### src/frac_red_pkg.sv
// Shared types and constants for the fraction reducer.
`default_nettype none

package frac_red_pkg;

   // Width of the signed numerator and denominator.
   localparam int VALUE_WIDTH = 32;
   // Width of the positive reduced denominator.
   localparam int DEN_WIDTH   = VALUE_WIDTH - 1;
   // Width of the division step counter.
   localparam int CNT_WIDTH   = $clog2(VALUE_WIDTH);
   // Counter value on the last division step.
   localparam logic [CNT_WIDTH-1:0] CNT_LAST = CNT_WIDTH'(VALUE_WIDTH - 1);

   // Fields of one request transaction.
   typedef struct packed {
      logic signed [VALUE_WIDTH-1:0] numerator;
      logic signed [VALUE_WIDTH-1:0] denominator;
   } req_type;

   // Fields of one response transaction.
   typedef struct packed {
      logic signed [VALUE_WIDTH-1:0] reduced_numerator;
      logic [DEN_WIDTH-1:0]          reduced_denominator;
      logic                          denominator_replaced;
   } rsp_type;

   // Controller states.
   typedef enum logic [2:0] {
      ST_IDLE,
      ST_TWOS,
      ST_ODD,
      ST_DIVN,
      ST_SAVEN,
      ST_DIVD,
      ST_FINISH
   } state_type;

   // Commands from the controller to the datapath.
   typedef struct packed {
      logic load;
      logic twos_shift;
      logic gcd_init;
      logic gcd_step;
      logic div_init_num;
      logic div_init_den;
      logic div_step;
      logic save_num;
      logic out_load;
   } cmd_type;

   // Status from the datapath to the controller.
   typedef struct packed {
      logic mag_zero;
      logic both_even;
      logic gcd_equal;
   } status_type;

endpackage

`default_nettype wire

### src/fraction_reducer.sv
// Top level of the fraction reducer: controller plus datapath.
//
//   channel   direction  handshake              payload
//   req_      in         req_valid/req_ready    frac_red_pkg::req_type
//   rsp_      out        rsp_valid/rsp_ready    frac_red_pkg::rsp_type
//
// A transaction loads the operands, strips common factors of two, runs the binary GCD
// steps, starts the GCD and the two divisions, makes two 32-step passes of the shared
// restoring divider and loads the output register. A zero numerator skips the GCD and
// the divisions.
// Reset is synchronous and active high and clears the controller only.
// A new request is taken while the previous response still waits for rsp_ready.
`default_nettype none

module fraction_reducer (
   input  wire logic                  clock,
   input  wire logic                  reset,
   input  wire logic                  req_valid,
   output logic                       req_ready,
   input  wire frac_red_pkg::req_type req_payload,
   output logic                       rsp_valid,
   input  wire logic                  rsp_ready,
   output frac_red_pkg::rsp_type      rsp_payload
);

   frac_red_pkg::cmd_type    cmd;
   frac_red_pkg::status_type status;

   frac_red_ctrl u_ctrl (
      .clock     (clock),
      .reset     (reset),
      .req_valid (req_valid),
      .req_ready (req_ready),
      .rsp_valid (rsp_valid),
      .rsp_ready (rsp_ready),
      .status    (status),
      .cmd       (cmd)
   );

   frac_red_dpath u_dpath (
      .clock       (clock),
      .req_payload (req_payload),
      .cmd         (cmd),
      .status      (status),
      .rsp_payload (rsp_payload)
   );

`ifndef SYNTH
   // A replaced denominator always reduces to one.
   a_replaced_den_one: assert property (@(posedge clock) disable iff (reset)
      rsp_valid && rsp_payload.denominator_replaced |->
         rsp_payload.reduced_denominator == frac_red_pkg::DEN_WIDTH'(1))
      else $error("replaced denominator did not reduce to one");

   // The reduced denominator is never zero.
   a_den_nonzero: assert property (@(posedge clock) disable iff (reset)
      rsp_valid |-> rsp_payload.reduced_denominator != '0)
      else $error("reduced denominator is zero");

   // Only one transaction is in work at a time.
   a_one_in_work: assert property (@(posedge clock) disable iff (reset)
      req_valid && req_ready |=> !req_ready)
      else $error("request taken while another is in work");

   // No response is offered right after reset.
   a_reset_empty: assert property (@(posedge clock)
      $past(reset) |-> !rsp_valid)
      else $error("response valid after reset");
`endif

endmodule

`default_nettype wire

### src/frac_red_dpath.sv
// Datapath of the fraction reducer: operand registers, binary GCD and shared divider.
`default_nettype none

module frac_red_dpath (
   input  wire logic                  clock,
   input  wire frac_red_pkg::req_type req_payload,
   input  wire frac_red_pkg::cmd_type cmd,
   output frac_red_pkg::status_type   status,
   output frac_red_pkg::rsp_type      rsp_payload
);

   localparam int W = frac_red_pkg::VALUE_WIDTH;
   localparam int D = frac_red_pkg::DEN_WIDTH;

   logic [W-1:0] mag_ff, mag_in;
   logic [D-1:0] den_ff, den_in;
   logic         neg_ff, neg_in;
   logic         repl_ff, repl_in;
   logic [W-1:0] u_ff, u_in;
   logic [D-1:0] v_ff, v_in;
   logic [W-1:0] quo_ff, quo_in;
   logic [D-1:0] rem_ff, rem_in;
   logic [W-1:0] num_res_ff, num_res_in;
   frac_red_pkg::rsp_type rsp_ff, rsp_in;

   logic [W-1:0] num_bits;
   logic [W-1:0] den_bits;
   logic         den_bad;
   logic [W-1:0] v_wide;
   logic [W-1:0] diff_uv;
   logic [W-1:0] diff_vu;
   logic [W-1:0] trial;
   logic         trial_ge;
   logic [W-1:0] trial_sub;

   // Sign handling and denominator replacement at load time.
   assign num_bits = req_payload.numerator;
   assign den_bits = req_payload.denominator;
   assign den_bad  = (den_bits == '0) || den_bits[W-1];

   // Operands of one GCD step.
   assign v_wide  = {1'b0, v_ff};
   assign diff_uv = u_ff - v_wide;
   assign diff_vu = v_wide - u_ff;

   // One restoring division step: shift in the next dividend bit and try the divisor.
   assign trial     = {rem_ff, quo_ff[W-1]};
   assign trial_ge  = trial >= u_ff;
   assign trial_sub = trial - u_ff;

   // Magnitude and denominator registers; common factors of two are stripped here.
   always_comb begin
      mag_in  = mag_ff;
      den_in  = den_ff;
      neg_in  = neg_ff;
      repl_in = repl_ff;
      if (cmd.load) begin
         neg_in  = num_bits[W-1];
         mag_in  = num_bits[W-1] ? (W'(0) - num_bits) : num_bits;
         repl_in = den_bad;
         den_in  = den_bad ? D'(1) : den_bits[D-1:0];
      end else if (cmd.twos_shift) begin
         mag_in = {1'b0, mag_ff[W-1:1]};
         den_in = {1'b0, den_ff[D-1:1]};
      end
   end

   // Binary GCD of the odd part: one halving or one subtract-and-halve a cycle.
   always_comb begin
      u_in = u_ff;
      v_in = v_ff;
      if (cmd.gcd_init) begin
         u_in = mag_ff;
         v_in = den_ff;
      end else if (cmd.gcd_step) begin
         if (!u_ff[0]) begin
            u_in = {1'b0, u_ff[W-1:1]};
         end else if (!v_ff[0]) begin
            v_in = {1'b0, v_ff[D-1:1]};
         end else if (u_ff > v_wide) begin
            u_in = {1'b0, diff_uv[W-1:1]};
         end else begin
            v_in = diff_vu[D:1];
         end
      end
   end

   // Shared divider: quotient shifts in from the right, remainder stays below the divisor.
   always_comb begin
      quo_in = quo_ff;
      rem_in = rem_ff;
      if (cmd.div_init_num) begin
         quo_in = mag_ff;
         rem_in = '0;
      end else if (cmd.div_init_den) begin
         quo_in = {1'b0, den_ff};
         rem_in = '0;
      end else if (cmd.div_step) begin
         quo_in = {quo_ff[W-2:0], trial_ge};
         rem_in = trial_ge ? trial_sub[D-1:0] : trial[D-1:0];
      end
   end

   // Signed numerator quotient, kept while the denominator is divided.
   always_comb begin
      num_res_in = num_res_ff;
      if (cmd.save_num) begin
         num_res_in = neg_ff ? (W'(0) - quo_ff) : quo_ff;
      end
   end

   // Output register; a zero numerator returns the denominator undivided.
   always_comb begin
      rsp_in = rsp_ff;
      if (cmd.out_load) begin
         rsp_in.reduced_numerator    = status.mag_zero ? '0 : num_res_ff;
         rsp_in.reduced_denominator  = status.mag_zero ? den_ff : quo_ff[D-1:0];
         rsp_in.denominator_replaced = repl_ff;
      end
   end

   always_ff @(posedge clock) begin
      mag_ff     <= mag_in;
      den_ff     <= den_in;
      neg_ff     <= neg_in;
      repl_ff    <= repl_in;
      u_ff       <= u_in;
      v_ff       <= v_in;
      quo_ff     <= quo_in;
      rem_ff     <= rem_in;
      num_res_ff <= num_res_in;
      rsp_ff     <= rsp_in;
   end

   // Status back to the controller.
   assign status.mag_zero  = (mag_ff == '0);
   assign status.both_even = !mag_ff[0] && !den_ff[0];
   assign status.gcd_equal = (u_ff == v_wide);

   assign rsp_payload = rsp_ff;

endmodule

`default_nettype wire

### src/frac_red_ctrl.sv
// Controller state machine of the fraction reducer.
`default_nettype none

module frac_red_ctrl (
   input  wire logic                     clock,
   input  wire logic                     reset,
   input  wire logic                     req_valid,
   output logic                          req_ready,
   output logic                          rsp_valid,
   input  wire logic                     rsp_ready,
   input  wire frac_red_pkg::status_type status,
   output frac_red_pkg::cmd_type         cmd
);

   frac_red_pkg::state_type state_ff, state_in;
   logic [frac_red_pkg::CNT_WIDTH-1:0] cnt_ff, cnt_in;
   logic rsp_valid_ff, rsp_valid_in;
   logic cnt_last;
   logic slot_free;

   assign cnt_last  = (cnt_ff == frac_red_pkg::CNT_LAST);
   assign slot_free = !rsp_valid_ff || rsp_ready;

   // Next state.
   always_comb begin
      state_in = state_ff;
      case (state_ff)
         frac_red_pkg::ST_IDLE: begin
            if (req_valid) state_in = frac_red_pkg::ST_TWOS;
         end
         frac_red_pkg::ST_TWOS: begin
            if (status.mag_zero) begin
               state_in = frac_red_pkg::ST_FINISH;
            end else if (!status.both_even) begin
               state_in = frac_red_pkg::ST_ODD;
            end
         end
         frac_red_pkg::ST_ODD: begin
            if (status.gcd_equal) state_in = frac_red_pkg::ST_DIVN;
         end
         frac_red_pkg::ST_DIVN: begin
            if (cnt_last) state_in = frac_red_pkg::ST_SAVEN;
         end
         frac_red_pkg::ST_SAVEN: begin
            state_in = frac_red_pkg::ST_DIVD;
         end
         frac_red_pkg::ST_DIVD: begin
            if (cnt_last) state_in = frac_red_pkg::ST_FINISH;
         end
         frac_red_pkg::ST_FINISH: begin
            if (slot_free) state_in = frac_red_pkg::ST_IDLE;
         end
         default: begin
            state_in = frac_red_pkg::ST_IDLE;
         end
      endcase
   end

   // Datapath commands for the current state.
   always_comb begin
      cmd       = '0;
      req_ready = 1'b0;
      case (state_ff)
         frac_red_pkg::ST_IDLE: begin
            req_ready = 1'b1;
            cmd.load  = req_valid;
         end
         frac_red_pkg::ST_TWOS: begin
            if (!status.mag_zero) begin
               cmd.twos_shift = status.both_even;
               cmd.gcd_init   = !status.both_even;
            end
         end
         frac_red_pkg::ST_ODD: begin
            cmd.gcd_step     = !status.gcd_equal;
            cmd.div_init_num = status.gcd_equal;
         end
         frac_red_pkg::ST_DIVN: begin
            cmd.div_step = 1'b1;
         end
         frac_red_pkg::ST_SAVEN: begin
            cmd.save_num     = 1'b1;
            cmd.div_init_den = 1'b1;
         end
         frac_red_pkg::ST_DIVD: begin
            cmd.div_step = 1'b1;
         end
         frac_red_pkg::ST_FINISH: begin
            cmd.out_load = slot_free;
         end
         default: begin
            cmd = '0;
         end
      endcase
   end

   // Division step counter and response valid flag.
   assign cnt_in       = cmd.div_step ? cnt_ff + 1'b1 : '0;
   assign rsp_valid_in = cmd.out_load || (rsp_valid_ff && !rsp_ready);

   always_ff @(posedge clock) begin
      if (reset) begin
         state_ff     <= frac_red_pkg::ST_IDLE;
         cnt_ff       <= '0;
         rsp_valid_ff <= 1'b0;
      end else begin
         state_ff     <= state_in;
         cnt_ff       <= cnt_in;
         rsp_valid_ff <= rsp_valid_in;
      end
   end

   assign rsp_valid = rsp_valid_ff;

endmodule

`default_nettype wire
### config.mk
export PLATFORM = sky130hd
export DESIGN_NAME = fraction_reducer
export DESIGN_NICKNAME = d
export VERILOG_FILES = /design/src/frac_red_pkg.sv /design/src/fraction_reducer.sv /design/src/frac_red_dpath.sv /design/src/frac_red_ctrl.sv
export SDC_FILE = /design/constraint.sdc
export NUM_CORES = 1
export LEC_CHECK = 0
export BUFFER_PORTS_ARGS = -buffer_cell sky130_fd_sc_hd__buf_2
export CAP_MARGIN = 20
export CORE_UTILIZATION = 50
export CTS_CLUSTER_SIZE = 10
export DETAILED_ROUTE_END_ITERATION = 7
export PLACE_DENSITY = 0.68
export SLEW_MARGIN = 5
export SYNTH_ARGS = -nofsm -noshare
export SYNTH_HDL_FRONTEND = slang
export SYNTH_SLANG_ARGS = --single-unit
### constraint.sdc
create_clock -name clock -period 14.99 [get_ports clock]
set_clock_uncertainty 0.15 [all_clocks]
set_input_delay 0.7495 -clock clock [delete_from_list [all_inputs] [get_ports clock]]
set_output_delay 0.7495 -clock clock [all_outputs]
set_load 0.01 [all_outputs]
==> results.ini, run 1 <==
[run_status]
status = finished, final reports clean

[clock_network]
tritoncts = yes
clk_latency_ps = 550
htreeDepth = 2
cts_resized = 0
cts_buffers = 37
root_buffer = clkbuf_16
path_clk_slew_ps = 60
holdBufCountCts = 0
clock-sinks = 296
clockBufferDepth = 3
cts_post_setup_buffers_inserted = 0

[sta]
fin_crit_sh = 0.3509
setup_violations = 0
worst_pin_slew_ps = 1065
fmax_mhz = 190.1
fin_crit_ps = 5260
fin_hold_ws_ps = 274.2
rsz0062_at_grt = false
slew_viol_final = 0
setup_slack_ps = 9730
tns_ps = 0
slew_headroom = 0.2871
hold_violations = 0

[global_route]
track_usage = 0.2788
grt_pass1_vias = 15120
antenna_found_initial = 7
grt_max_degree = 96
grt_pass1_wl_um = 83680
grt_overflow = 0

[worst_setup_path]
crit_fanout = 25
required_ps = 15060
cp-start-kind = flip-flop
cp-end-kind = flip-flop
worstSetupPathType = reg -> reg
worst_ep_arrival_time_ps = 5320

[power]
max-vdd-ir-drop_uv = 198.5
p_per_area_nw_per_um2 = 242.1
finalPower_mw = 5.109
leakage_nw = 8.205

[synthesis]
synth_seq_area_share = 0.4474
synth_cell_type_count = 64
ys_ff_latch = 296
synth-xor-area-share = 0.06694
syn_avg_cell_area_um2 = 9.401
ys_warn_count = 0
synth_edf_count = 256
synth_compound_area_frac = 0.1804
synth_adder_area_share = 0.06780
syn-instance-count = 2018
synth-simple-area-share = 0.1570
synth_top_family_by_area = compound AO/OA/AOI/OAI gates
synthesis.area_um2 = 18970
synth_nets = 2187
synth_async_sr_flop_share = 0
synth_top_flop_cell = edfxtp_1
synth_mux_area_frac = 0.04122

[min_path]
hold_path.class = reg -> reg

[placement]
gp_congestion = 0.9397
place_area_um2 = 20050
dp.cells = 2560
io_buffers = 133
dpl_worst_slack_ps = 9820
dp_hpwl_um = 40410

[floorplanning]
die_w_um = 196.8
die_area_um2 = 38730
fp.coreArea_um2 = 36960
ios = 134
start_util = 0.5133
rows = 70
die_y_um = 196.8

[layout]
final_util = 0.5709
final_cells = 2615
multi_input_area_um2 = 9807
fin_area_um2 = 21100
final.fill_count = 3346
final_nets = 2264
seq_area_um2 = 8488
drive_gt1_frac = 0.1225
area_delta_synth_final_pct = 11.21

[routing]
wirelength_um = 54340
wl_per_cell_um = 20.78
drc_errors = 0
first_pass_iters = 5
viasPerCell = 5.951
num_vias = 15560
drtIter0Drc = 1163
ant_nets = 0

[job]
drv_cap = 0

==> placed cells by master, fill, tap and decap left out, drive strengths merged, types with 7 or more instances in the layout <==
| cell | count |
|---|---|
| nand3 | 19 |
| or4 | 19 |
| nand2 | 225 |
| nor3 | 31 |
| buf | 153 |
| and2 | 8 |
| o21ai | 183 |
| a21oi | 158 |
| mux2 | 33 |
| a21o | 46 |
| nor2 | 206 |
| o21bai | 13 |
| clkbuf | 41 |
| a211oi | 8 |
| nor2b | 49 |
| a31oi | 26 |
| o41ai | 10 |
| dfxtp | 40 |
| edfxtp | 256 |
| nand4 | 20 |
| mux2i | 41 |
| a221oi | 32 |
| and3 | 8 |
| nor4 | 23 |
| inv | 84 |
| xor2 | 69 |
| o31ai | 22 |
| xnor2 | 76 |
| clkinv | 7 |
| ha | 98 |
| o21a | 15 |
| or3 | 11 |
==> sequential cells by signal, summed over array words and instances, names as in the netlist, 5 cells and up <==
signal               count
u_dpath.den_ff          31
u_dpath.mag_ff          32
u_dpath.rem_ff          31
u_dpath.rsp_payload     64
u_dpath.num_res_ff      32
u_ctrl.cnt_ff            5
u_dpath.v_ff            31
u_dpath.u_ff            32
u_dpath.quo_ff          32
==> cells in the mapped netlist, drive strengths merged (6+ instances only) <==
library cell,n,area share
xor2,69,0.032
clkbuf,110,0.022
o21a,15,0.0059
o22ai,6,0.0020
nand2,225,0.045
or4,19,0.0083
o41ai,10,0.0050
mux2,33,0.020
o21ai,183,0.048
nand2b,6,0.0020
edfxtp,256,0.41
a21oi,158,0.042
nand4,20,0.0066
nand3,19,0.0050
nor2b,49,0.016
nor3,31,0.0082
a21boi,6,0.0024
inv,83,0.016
o21bai,13,0.0051
a21o,46,0.018
dfxtp,40,0.042
nor2,206,0.041
and3,8,0.0026
ha,98,0.065
xnor2,76,0.035
and2,8,0.0026
o31ai,22,0.0087
mux2i,41,0.022
a31oi,26,0.0086
or3,11,0.0036
a211oi,8,0.0032
nor4,23,0.0084
a221oi,32,0.015
==> final timing paths <==
path | to | depth (start not counted) | start | slack [ps]
max | u_dpath.v_ff[27]$_DFFE_PP_ | 14 | u_dpath.u_ff[0]$_DFFE_PP_ | 9730
min | u_dpath.rsp_payload[0]$_DFFE_PP_ | 0 | u_dpath.repl_ff$_DFFE_PP_ | 270
max reg2reg | u_dpath.v_ff[27]$_DFFE_PP_ | 14 | u_dpath.u_ff[0]$_DFFE_PP_ | 9730
min reg2reg | u_dpath.rsp_payload[0]$_DFFE_PP_ | 0 | u_dpath.repl_ff$_DFFE_PP_ | 270
==> area by class of cell <==
type | count | area share
inverter | 83 | 0.01477
tap | 504 | 0.02989
multi-input combinational | 1524 | 0.4648
sequential | 296 | 0.4023
antenna | 5 | 0.0005930
clock inverter | 9 | 0.003380
clock buffer | 41 | 0.04560
timing repair buffer | 153 | 0.03866
==> worst max-delay path: stages (launching register included) <==
cell and delay [ps]:
edfxtp_1 360, buf_4 230, inv_1 80, buf_4 280
ha_1 270, fa_1 230, nor2b_1 70, o2111ai_1 260
a21oi_1 170, nand2b_1 230, a221oi_1 670, o21ba_2 520
nor2_1 350, o21ai_2 600, buf_4 440
==> kinds of logic after synthesis <==
family / Yosys count
simple gates: 643
compound gates: 561
flops: 296
buf+inv: 198
xor+xnor: 145
fa+ha+maj: 101
mux: 74
==> layer usage <==
metal  part of all wire  GRT usage  vias up
met5            0.00042          0        -
met1               0.42     0.3559     7470
met3              0.047    0.03354      110
li1                   -          -     7467
met2               0.49     0.4751      510
met4              0.037     0.1229        4
==> where the power goes <==
| part | internal (mW) | switching, mW | total, mW | leakage (nW) |
|---|---|---|---|---|
| registers | 1.28 | 0.266 | 1.54 | 2.70 |
| clock network | 0.456 | 0.338 | 0.794 | 0.507 |
| logic | 0.994 | 1.78 | 2.77 | 4.99 |
(Power assumes the default switching activity.)
==> inputs of run 2 (changes only) <==
PLACE_DENSITY = 0.71   (was 0.68)
clock period = 4.5 ns   (was 14.99 ns; I/O delays follow)
==> run 2 against run 1 <==
Critical path depth fell by 2; worst hold slack got worse by 250 ps; setup slack got worse by 9600 ps; total power rose to 3.4 times the previous value; core utilization rose by 2.2 points; clock power rose to 3.4 times the previous value; global-route usage rose by 0.56 points; register-to-register slack got worse by 9100 ps; first-iteration DRC count rose by 25%; combinational power rose to 3.4 times the previous value; critical path type is now in -> reg; highest routed layer is now met4.
==> results.ini, run 2 (synthesized netlist as in run 1, its figures left out) <==
[routing]
viasPerCell = 5.984  ; was 5.951
ant_nets = 0  ; unchanged
first_pass_iters = 6  ; was 5
num_vias = 16150  ; was 15560
drc_errors = 0  ; unchanged
wirelength_um = 55250  ; was 54340 µm
drtIter0Drc = 1459  ; was 1163
wl_per_cell_um = 20.47  ; was 20.78 µm

[layout]
mostFrequentLayoutCells = edfxtp_1 (256), nand2_1 (223), nor2_1 (205)  ; unchanged
layout_commonest_cell = edfxtp_1  ; unchanged
final.fill_count = 3204  ; was 3346
largest_reg_flops = 64  ; unchanged
final_cells = 2699  ; was 2615
final_nets = 2345  ; was 2264
area_delta_synth_final_pct = 15.57  ; was 11.21%
drive_gt1_frac = 0.1281  ; was 0.1225

[floorplanning]
die_w_um = 196.8  ; unchanged
rows = 70  ; unchanged
die_y_um = 196.8  ; unchanged
ios = 134  ; unchanged
start_util = 0.5133  ; unchanged
die_area_um2 = 38730  ; unchanged
fp.coreArea_um2 = 36960  ; unchanged

[sta]
slew_headroom = 0.2761  ; was 0.2871
hold_violations = 0  ; unchanged
fmax_mhz = 230.0
fin_crit_ps = 4348
fin_crit_sh = 0.9663
worst_pin_slew_ps = 1086  ; was 1065 ps
tns_ps = 0  ; unchanged
rsz0062_at_grt = false  ; unchanged
slew_viol_final = 0  ; unchanged
setup_violations = 0  ; unchanged

[clock_network]
cts_buffers = 37  ; unchanged
clockBufferDepth = 3  ; unchanged
cts_post_setup_buffers_inserted = 0  ; unchanged
path_clk_slew_ps = 50  ; was 60 ps
root_buffer = clkbuf_16  ; unchanged
clk_latency_ps = 540  ; was 550 ps
htreeDepth = 2  ; unchanged
tritoncts = yes  ; unchanged
clock-sinks = 296  ; unchanged

[global_route]
grt_pass1_wl_um = 85990  ; was 83680 µm
grt_pass1_vias = 15870  ; was 15120
grt_overflow = 0  ; unchanged
track_usage = 0.2843  ; was 0.2788
antenna_found_initial = 1  ; was 7
grt_max_degree = 94  ; was 96

[min_path]
hold_path.class = in -> reg  ; was reg -> reg

[worst_setup_path]
crit_chain = dlygate4sd3_1 > buf_2 > or4_4 > nand4bb_4 > or4_4 > or4_4 > or4_1 > or4_4 > or4_4 > o41ai_2 > xor2_1 > o21ai_1  ; was buf_4 > inv_1 > buf_4 > ha_1 > fa_1 > nor2b_1 > o2111ai_1 > a21oi_1 > nand2b_1 > a221oi_1 > o21ba_2 > nor2_1 > o21ai_2 > buf_4
crit_fanout = 3  ; was 25
critPathBufInv = 2  ; was 4
crit_top_cell = or4_4  ; was buf_4
required_ps = 4610  ; was 15060 ps
cp-start-kind = primary input  ; was flip-flop
slowest_stage = dlygate4sd3_1  ; was a221oi_1
cpPeakStageDelay_ps = 540  ; was 670 ps
cp-end-kind = flip-flop  ; unchanged
worstSetupPathType = in -> reg  ; was reg -> reg
worst_ep_arrival_time_ps = 4460  ; was 5320 ps
critPathTopFamily = simple AND/OR/NAND/NOR gates  ; was compound AO/OA/AOI/OAI gates

[power]
max-vdd-ir-drop_uv = 682.4  ; was 198.5 µV
leakage_nw = 8.584  ; was 8.205 nW
p_per_area_nw_per_um2 = 787.1  ; was 242.1 nW/µm²

[placement]
dp.cells = 2581  ; was 2560
io_buffers = 133  ; unchanged
gp_congestion = 0.9260  ; was 0.9397
dp_hpwl_um = 40540  ; was 40410 µm

[run_status]
status = finished, final reports clean  ; unchanged

[job]
drv_cap = 0  ; unchanged

run 2: changes by cell type in the layout (fill, tap and decap cells not counted), moves of 2 or more:
cell           before  now
buf_12              0    2
clkinv_2            4    2
inv_6               0    3
dlygate4sd3_1       0   58
diode_2             5    1
clkbuf_1            3   12
buf_4              20   39
run 2: worst min-delay path, stage by stage:
cell,delay (ps)
buf_2,150
xor2_1,90
o21ai_0,140
run 2: final cells by class:
class,instances,area (µm²),share of cell area
well taps,504,630.6,0.02876
clock buffers,50,984.7,0.04491
repair buffers,234,1622,0.07396
diodes,1,2.502,0.0001141
flip-flops and latches,296,8488,0.3871
clock inverters,7,70.07,0.003196
multi-input cells,1524,9817,0.4477
inverters,83,311.5,0.01421
run 2: stage by stage:
stage	area [µm²]	hold slack [ps]	utilization	power (mW)	worst slack, ps
6_report	21930	25.25	0.5932	17.26	151.8
5_1_grt	21930	31.89	0.5932	18.35	50.08
4_1_cts	21880	4.716	0.5919	17.10	159.1
3_5_place_dp	20240	258.3	0.5477	14.29	137.0
3_3_place_gp	20240	253.4	0.5477	14.21	200.2
2_1_floorplan	18980	173.9	-	11.39	131.6
run 2: path summary, 6_finish.rpt:
check        cells after the start  slack (ps)                                to                       from
max reg2reg                     12         640        u_dpath.u_ff[28]$_DFFE_PP_  u_dpath.v_ff[4]$_DFFE_PP_
min reg2reg                      0         270  u_dpath.rsp_payload[0]$_DFFE_PP_  u_dpath.repl_ff$_DFFE_PP_
min                              3          30       u_dpath.mag_ff[3]$_DFFE_PP_            req_payload[35]
max                             12         150      u_dpath.mag_ff[29]$_DFFE_PP_            req_payload[41]
run 2: per-layer routing:
metal,vias to the layer above,GRT usage,share of wire
met2,573,0.4851,0.49
met4,0,0.1077,0.035
li1,7642,-,-
met1,7813,0.3706,0.42
met5,-,0,0
met3,124,0.03268,0.051
run 2: timing repair:
action | CTS | global route
hold endpoints to repair | 66 | 0
hold buffers | 58 | 0
gates resized for setup | 0 | 2
endpoints found under the setup margin | 0 | 2
run 2: report_power, final:
group          total (mW)  internal (mW)  switching [mW]  leakage [nW]
registers            5.13           4.25           0.886          2.70
clock network        2.71           1.58            1.14         0.514
logic                9.41           3.53            5.88          5.37
